==> config.mk <==
export PLATFORM = sky130hd
export DESIGN_NAME = bmp_pixel_to_xrgb_converter
export DESIGN_NICKNAME = d
export VERILOG_FILES = /design/src/rtl/bmpx_pkg.sv /design/src/rtl/bmp_pixel_to_xrgb_converter.sv
export SDC_FILE = /design/constraint.sdc
export NUM_CORES = 2
export LEC_CHECK = 0
export BUFFER_PORTS_ARGS = -buffer_cell sky130_fd_sc_hd__clkbuf_2
export CORE_MARGIN = 2
export CORE_UTILIZATION = 58
export DETAILED_ROUTE_END_ITERATION = 10
export GPL_ROUTABILITY_DRIVEN = 0
export PLACE_DENSITY = 0.79
export RECOVER_POWER = 100
export SLEW_MARGIN = 20
export SYNTH_ARGS = -nofsm -noshare
export SYNTH_HDL_FRONTEND = slang
export SYNTH_SLANG_ARGS = --single-unit
==> constraint.sdc <==
create_clock -name clk -period 4.1 [get_ports clk]
set_clock_uncertainty 0.1 [all_clocks]
set_input_delay 0.41 -clock clk [delete_from_list [all_inputs] [get_ports clk]]
set_output_delay 0.41 -clock clk [all_outputs]
set_load 0.01 [all_outputs]
==> src/rtl/bmpx_pkg.sv <==
// Package with types, constants and mask decoding for the BMP pixel to XRGB converter.
`timescale 1ns / 1ps

package bmpx_pkg;

	localparam int NUM_CH    = 3;
	localparam int CH_RED    = 0;
	localparam int CH_GREEN  = 1;
	localparam int CH_BLUE   = 2;
	localparam int QUO_W     = 8;
	localparam int DIV_STEPS = QUO_W;
	localparam int PIPE_LAT  = DIV_STEPS + 3;

	typedef enum logic [1:0] {
		CFG_FORMAT     = 2'd0,
		CFG_RED_MASK   = 2'd1,
		CFG_GREEN_MASK = 2'd2,
		CFG_BLUE_MASK  = 2'd3
	} cfg_idx_t;

	localparam logic [1:0] FMT_BITFIELDS = 2'd2;

	typedef struct packed {
		logic [31:0] mask;
		logic [4:0]  low;
		logic [31:0] div;
		logic        zero;
	} chan_cfg_t;

	localparam chan_cfg_t CHAN_CFG_RST = '{mask: 32'd0, low: 5'd0, div: 32'd0, zero: 1'b1};

	// The divisor is the mask smeared down from its top bit, shifted by its lowest set bit.
	function automatic chan_cfg_t chan_cfg(input logic [31:0] mask);
		logic [31:0] lsb;
		logic [31:0] smear;
		logic [4:0]  low;
		chan_cfg_t   c;
		lsb = mask & (~mask + 32'd1);
		low = 5'd0;
		for (int i = 0; i < 32; i++) begin
			if (lsb[i]) begin
				low = low | 5'(i);
			end
		end
		smear = mask;
		for (int k = 0; k < 5; k++) begin
			smear = smear | (smear >> (1 << k));
		end
		c.mask = mask;
		c.low  = low;
		c.div  = smear >> low;
		c.zero = (mask == 32'd0);
		return c;
	endfunction

endpackage

==> src/rtl/bmp_pixel_to_xrgb_converter.sv <==
// Top level of the BMP pixel to XRGB converter: mask extraction, scaling and pipelined divide.
//
// Channel  Handshake              Payload
// input    start, busy            pixel_word
// result   done                   xrgb_pixel
// config   cfg_valid, cfg_ready   cfg_index, cfg_data
//
// One pixel is taken every clock cycle; busy stays low and cfg_ready stays high.
// The pipeline has eleven register stages, eight of them one-bit divide steps: a result
// passes s1, s2, the divide steps and s11 in that order before it is on the ports.
// Reset clears the configuration registers and all valid bits of the pipeline.
// The pipeline never stalls, since done marks a result that is taken in that same cycle.
`timescale 1ns / 1ps

module bmp_pixel_to_xrgb_converter (
	input  logic        clk,
	input  logic        arst_n,
	input  logic        start,
	output logic        busy,
	input  logic [31:0] pixel_word,
	output logic        done,
	output logic [23:0] xrgb_pixel,
	input  logic        cfg_valid,
	output logic        cfg_ready,
	input  logic [1:0]  cfg_index,
	input  logic [31:0] cfg_data
);
	import bmpx_pkg::*;

	logic [1:0] format_q;
	chan_cfg_t  ch_q [NUM_CH];
	logic       cfg_we;
	logic       in_acc;

	logic                 vld_s1;
	logic                 vld_s2;
	logic [DIV_STEPS-1:0] vld_sn;
	logic                 vld_s11;

	logic [23:0] pix_s1;
	logic [23:0] pix_s2;
	logic [23:0] pix_sn [DIV_STEPS];
	logic [23:0] xrgb_s11;
	logic [23:0] xrgb_nx;

	logic [31:0] fld_nx [NUM_CH];
	logic [31:0] fld_s1 [NUM_CH];
	logic [31:0] rem_s2 [NUM_CH];

	logic [31:0]      rem_in [DIV_STEPS][NUM_CH];
	logic [QUO_W-1:0] quo_in [DIV_STEPS][NUM_CH];
	logic [39:0]      dsh    [DIV_STEPS][NUM_CH];
	logic             take   [DIV_STEPS][NUM_CH];
	logic [31:0]      rem_nx [DIV_STEPS][NUM_CH];
	logic [QUO_W-1:0] quo_nx [DIV_STEPS][NUM_CH];
	logic [31:0]      rem_sn [DIV_STEPS][NUM_CH];
	logic [QUO_W-1:0] quo_sn [DIV_STEPS][NUM_CH];

	assign busy      = 1'b0;
	assign cfg_ready = 1'b1;
	assign cfg_we    = cfg_valid && cfg_ready;
	assign in_acc    = start && !busy;

	always_ff @(posedge clk or negedge arst_n) begin
		if (!arst_n) begin
			format_q <= 2'd0;
			for (int c = 0; c < NUM_CH; c++) begin
				ch_q[c] <= CHAN_CFG_RST;
			end
		end else if (cfg_we) begin
			case (cfg_idx_t'(cfg_index))
				CFG_FORMAT:     format_q         <= cfg_data[1:0];
				CFG_RED_MASK:   ch_q[CH_RED]     <= chan_cfg(cfg_data);
				CFG_GREEN_MASK: ch_q[CH_GREEN]   <= chan_cfg(cfg_data);
				CFG_BLUE_MASK:  ch_q[CH_BLUE]    <= chan_cfg(cfg_data);
				default: ;
			endcase
		end
	end

	always_ff @(posedge clk or negedge arst_n) begin
		if (!arst_n) begin
			vld_s1  <= 1'b0;
			vld_s2  <= 1'b0;
			vld_sn  <= '0;
			vld_s11 <= 1'b0;
		end else begin
			vld_s1  <= in_acc;
			vld_s2  <= vld_s1;
			vld_sn  <= {vld_sn[DIV_STEPS-2:0], vld_s2};
			vld_s11 <= vld_sn[DIV_STEPS-1];
		end
	end

	always_comb begin
		for (int c = 0; c < NUM_CH; c++) begin
			fld_nx[c] = (pixel_word & ch_q[c].mask) >> ch_q[c].low;
		end
	end

	always_comb begin
		for (int c = 0; c < NUM_CH; c++) begin
			rem_in[0][c] = rem_s2[c];
			quo_in[0][c] = '0;
		end
		for (int j = 1; j < DIV_STEPS; j++) begin
			for (int c = 0; c < NUM_CH; c++) begin
				rem_in[j][c] = rem_sn[j-1][c];
				quo_in[j][c] = quo_sn[j-1][c];
			end
		end
		for (int j = 0; j < DIV_STEPS; j++) begin
			for (int c = 0; c < NUM_CH; c++) begin
				dsh[j][c]    = {8'd0, ch_q[c].div} << (DIV_STEPS - 1 - j);
				take[j][c]   = ({8'd0, rem_in[j][c]} >= dsh[j][c]);
				rem_nx[j][c] = take[j][c] ? 32'({8'd0, rem_in[j][c]} - dsh[j][c])
				                          : rem_in[j][c];
				quo_nx[j][c] = {quo_in[j][c][QUO_W-2:0], take[j][c]};
			end
		end
	end

	always_comb begin
		if (format_q == FMT_BITFIELDS) begin
			for (int c = 0; c < NUM_CH; c++) begin
				xrgb_nx[8*(NUM_CH-1-c) +: 8] = ch_q[c].zero ? 8'd0 : quo_sn[DIV_STEPS-1][c];
			end
		end else begin
			xrgb_nx = pix_sn[DIV_STEPS-1];
		end
	end

	always_ff @(posedge clk) begin
		pix_s1 <= pixel_word[23:0];
		fld_s1 <= fld_nx;
		pix_s2 <= pix_s1;
		for (int c = 0; c < NUM_CH; c++) begin
			rem_s2[c] <= (fld_s1[c] << 8) - fld_s1[c];
		end
		pix_sn[0] <= pix_s2;
		for (int j = 1; j < DIV_STEPS; j++) begin
			pix_sn[j] <= pix_sn[j-1];
		end
		rem_sn   <= rem_nx;
		quo_sn   <= quo_nx;
		xrgb_s11 <= xrgb_nx;
	end

	assign done       = vld_s11;
	assign xrgb_pixel = xrgb_s11;

`ifndef SYNTHESIS
	for (genvar j = 0; j < DIV_STEPS - 1; j++) begin : g_chk_quo
		for (genvar c = 0; c < NUM_CH; c++) begin : g_ch
			a_quo_width: assert property (@(posedge clk) disable iff (!arst_n)
				vld_sn[j] |-> ((quo_sn[j][c] >> (j + 1)) == '0))
				else $error("Quotient holds more bits than divide steps done.");
		end
	end

	for (genvar j = 1; j < DIV_STEPS; j++) begin : g_chk_rem
		for (genvar c = 0; c < NUM_CH; c++) begin : g_ch
			a_rem_shrinks: assert property (@(posedge clk) disable iff (!arst_n)
				vld_sn[j] |-> (rem_sn[j][c] <= $past(rem_sn[j-1][c])))
				else $error("Remainder grew across a divide step.");
		end
	end

	for (genvar c = 0; c < NUM_CH; c++) begin : g_chk_zero
		a_zero_mask: assert property (@(posedge clk) disable iff (!arst_n)
			done && $past((format_q == FMT_BITFIELDS) && ch_q[c].zero)
			|-> (xrgb_pixel[8*(NUM_CH-1-c) +: 8] == 8'd0))
			else $error("Channel with an empty mask is not zero.");
	end
`endif

endmodule

==> results.cfg <==
[setup_path]
cp-end-kind = flip-flop
regToRegEndpoint = rem_in[575]
crit_end = rem_in[575]
reg2reg_depth = 14
worstPathArrival_ns = 4.71
required_ns = 4.76
reg2reg_slack_ns = 0.04
cp_max_fo = 7
critPathLaunch = ch_q[142]
crit_path_start_kind = flip-flop
reg2reg_from = ch_q[142]
crit_type = reg2reg

[cells_and_area]
final_core_util_pct = 67.1
drive_gt1_share_pct = 15.0
regArea_um2 = 30300
final_cell_mix = 1236 x dfxtp_1, 830 x nand2_1, 753 x ha_1
layout.nets = 10039
areaGrowthSynthToFinish_pct = 14.7
final_common_cell = dfxtp_1
multiInputGateArea_um2 = 48300
fillers = 10215

[sta]
period_share_pct = 99.0
setup_viol = 0
max_freq_mhz = 246
final_hold_viol_count = 0
period_minus_slack_ns = 4.06
worstMarginPinSlew_ns = 2.79
slew-limit-headroom_pct = -85.7
slew_viol_final = 361
setup_tns_ns = 0

[synth]
synthCells = 8713
yosysSeqAreaShare_pct = 37.6
synth_top_area_share_pct = 30.7
syn_area_um2 = 80600
synth.avg_cell_area_um2 = 9.25
synth_top_area_cell = dfxtp_1
synthArstFlopShare_pct = 15.3
ys_seq_elements = 1459
syn_nets = 9560
synth_flop_cell = dfxtp_1
synth_warnings = 0
netlist_top_cells_area = dfxtp_1 31%, ha_1 12%, mux2_2 6.9%
synth_cell_type_count = 97
synth_edf_count = 0

[status]
outcome = complete, but fails checks
violations = capacitance limit, slew limit

[clock_tree]
cts-root-buf = clkbuf_16
clock_sinks = 1459
clk_pin_slew_ns = 0.07
cts_made_buffers = 152
cts_tree = done
clk_latency_ns = 0.82
htree_levels = 4
clock_path_buffers = 3

[global_routing]
grt_pass1_vias = 68138
met1_usage_pct = 39.5
track_usage_pct = 33.1
top_usage_layer = met2
grt_first_pass_wirelength_um = 370000
grtUsageMet3_pct = 7.94
met2_usage_pct = 53.1
grt_max_degree = 93
antenna_found_initial = 23
grt_overflow_total = 0

[detailed_routing]
vias_per_cell = 6.24
firstDrtPassIters = 6
drt_wl_total_um = 244000
antenna_left = 0
first_iter_violations = 7592
drc_errors = 0
wl_per_cell_um = 21.9
routed-via-count = 69435

[floorplanning]
die_area_um2 = 142000
io_pins = 97
dieHeight_um = 377
rows = 136
start_util_pct = 58.5
core-area_um2 = 138000
die_width_um = 377

[flow_run]
cap_violations = 5

[power]
leakage_nw = 41.4
max-vdd-ir-drop_mv = 0.585
powerDensity_nw_per_um2 = 869

[placed_design]
dp_hpwl_um = 179000
io_buffer_count = 94

[worst_hold_path]
hold_class = in2reg
## final cells by class
class / count / share of cell area [%]
multi-input cells: 6620 / 52.3
flip-flops and latches: 1459 / 32.8
repair buffers: 582 / 5.09
clock buffers: 205 / 4.64
well taps: 1794 / 2.43
inverters: 377 / 1.56
clock inverters: 78 / 1.14
diodes: 10 / 0.0271
## cell usage after synthesis (17+ instances only)
master    count
a211oi_1     56
a21boi_0     19
a21o_1      331
a21oi_1     597
a221o_1      17
a221oi_1     20
a31oi_1      64
and2_1       22
and3_1       60
buf_1        22
buf_2        28
clkbuf_1    198
dfrtp_1     220
dfxtp_1    1236
fa_1         21
ha_1        756
inv_1       376
mux2_2      496
mux2i_1     212
nand2_1     831
nand2b_1    125
nand3_1     224
nand3b_1     24
nand4_1     101
nand4b_1     17
nor2_1      523
nor2b_1      99
nor3_1      164
nor4_1       49
o211ai_1     24
o21a_1      106
o21ai_0     577
o21ai_1      22
o21bai_1     62
o31ai_1      40
or2_2        39
or3_1        39
or4_1        21
xnor2_1     400
xor2_1      176
## repair_timing
action | in CTS | in global routing
endpoints found under the hold margin | 165 | 0
setup endpoints to repair | 142 | 515
resized for setup | 17 | 92
pin swaps | 5 | 24
buffers inserted | 6 | 29
hold buffers | 58 | 0
gates cloned | 1 | 7
## sequential cells by signal, indices dropped and copies added, names as in the netlist
signal      flops
rem_in        672
ch_q          210
pix_sn        192
fld_s1         96
rem_s2         96
quo_in         84
pix_s1         24
pix_s2         24
quo_sn         24
xrgb_pixel     24
vld_sn          8
format_q        2
done            1
vld_s1          1
vld_s2          1
## worst min path at each step
| stage | startpoint | end | depth (start not counted) |
|---|---|---|---|
| final | cfg_index[0] | ch_q[86] | 4 |
| after global routing | cfg_index[0] | ch_q[86] | 3 |
| after CTS | cfg_data[15] | ch_q[53] | 4 |
| after detailed placement | pix_sn[0][48] | pix_sn[0][72] | 0 |
| after global placement | pix_sn[1][25] | pix_sn[1][49] | 0 |
| after floorplan | arst_n | ch_q[100] | 0 |
## worst max-delay path, cell delays in order (launching register included)
cell	delay, ns
dfrtp_2	0.42
buf_4	0.20
clkinvlp_4	0.24
ha_1	0.37
nor2b_1	0.15
o31a_1	0.28
o31ai_2	0.28
a31o_2	0.24
a311oi_1	0.15
nor4_1	0.37
o22ai_1	0.20
o41a_1	0.38
nor4b_1	0.34
or3_1	0.16
mux2_2	0.14
## routing by layer
| layer | wire length [um] | up-vias |
|---|---|---|
| met5 | 168 | - |
| met4 | 17400 | 24 |
| met3 | 22000 | 1015 |
| met2 | 109000 | 3489 |
| met1 | 94900 | 32649 |
| li1 | - | 32258 |
## cell families after synthesis
kind of cell / Yosys count / share of synthesized area, %
buf+inv: 635 / 3.08
xor+xnor: 576 / 6.26
simple gates: 2393 / 14.1
compound gates: 2145 / 16.7
mux: 726 / 9.92
other cells: 2 / 0.00932
fa+ha+maj: 777 / 12.3
flops: 1459 / 37.6
## power by group
part           internal, W  leakage [nW]  switching (W)
combinational       0.0202          25.7         0.0228
clock              0.00842          2.60        0.00618
sequential          0.0193          13.0        0.00333
total               0.0479          41.4         0.0324
## per-stage QoR
stage	instances	total power (W)	worst slack, ns	cell area [um^2]	hold WS, ns
2_1_floorplan	8713	0.0525	0.180	80600	0.0144
3_3_place_gp	10731	0.0614	-0.359	85700	0.210
3_5_place_dp	10731	0.0632	-0.416	85700	0.212
4_1_cts	11079	0.0784	0.0000262	91700	0.00736
5_1_grt	11118	0.0852	-0.0615	92400	0.0319
6_report	11125	0.0803	0.0426	92400	0.0154
Note: power is estimated with default switching activity, not from simulation.
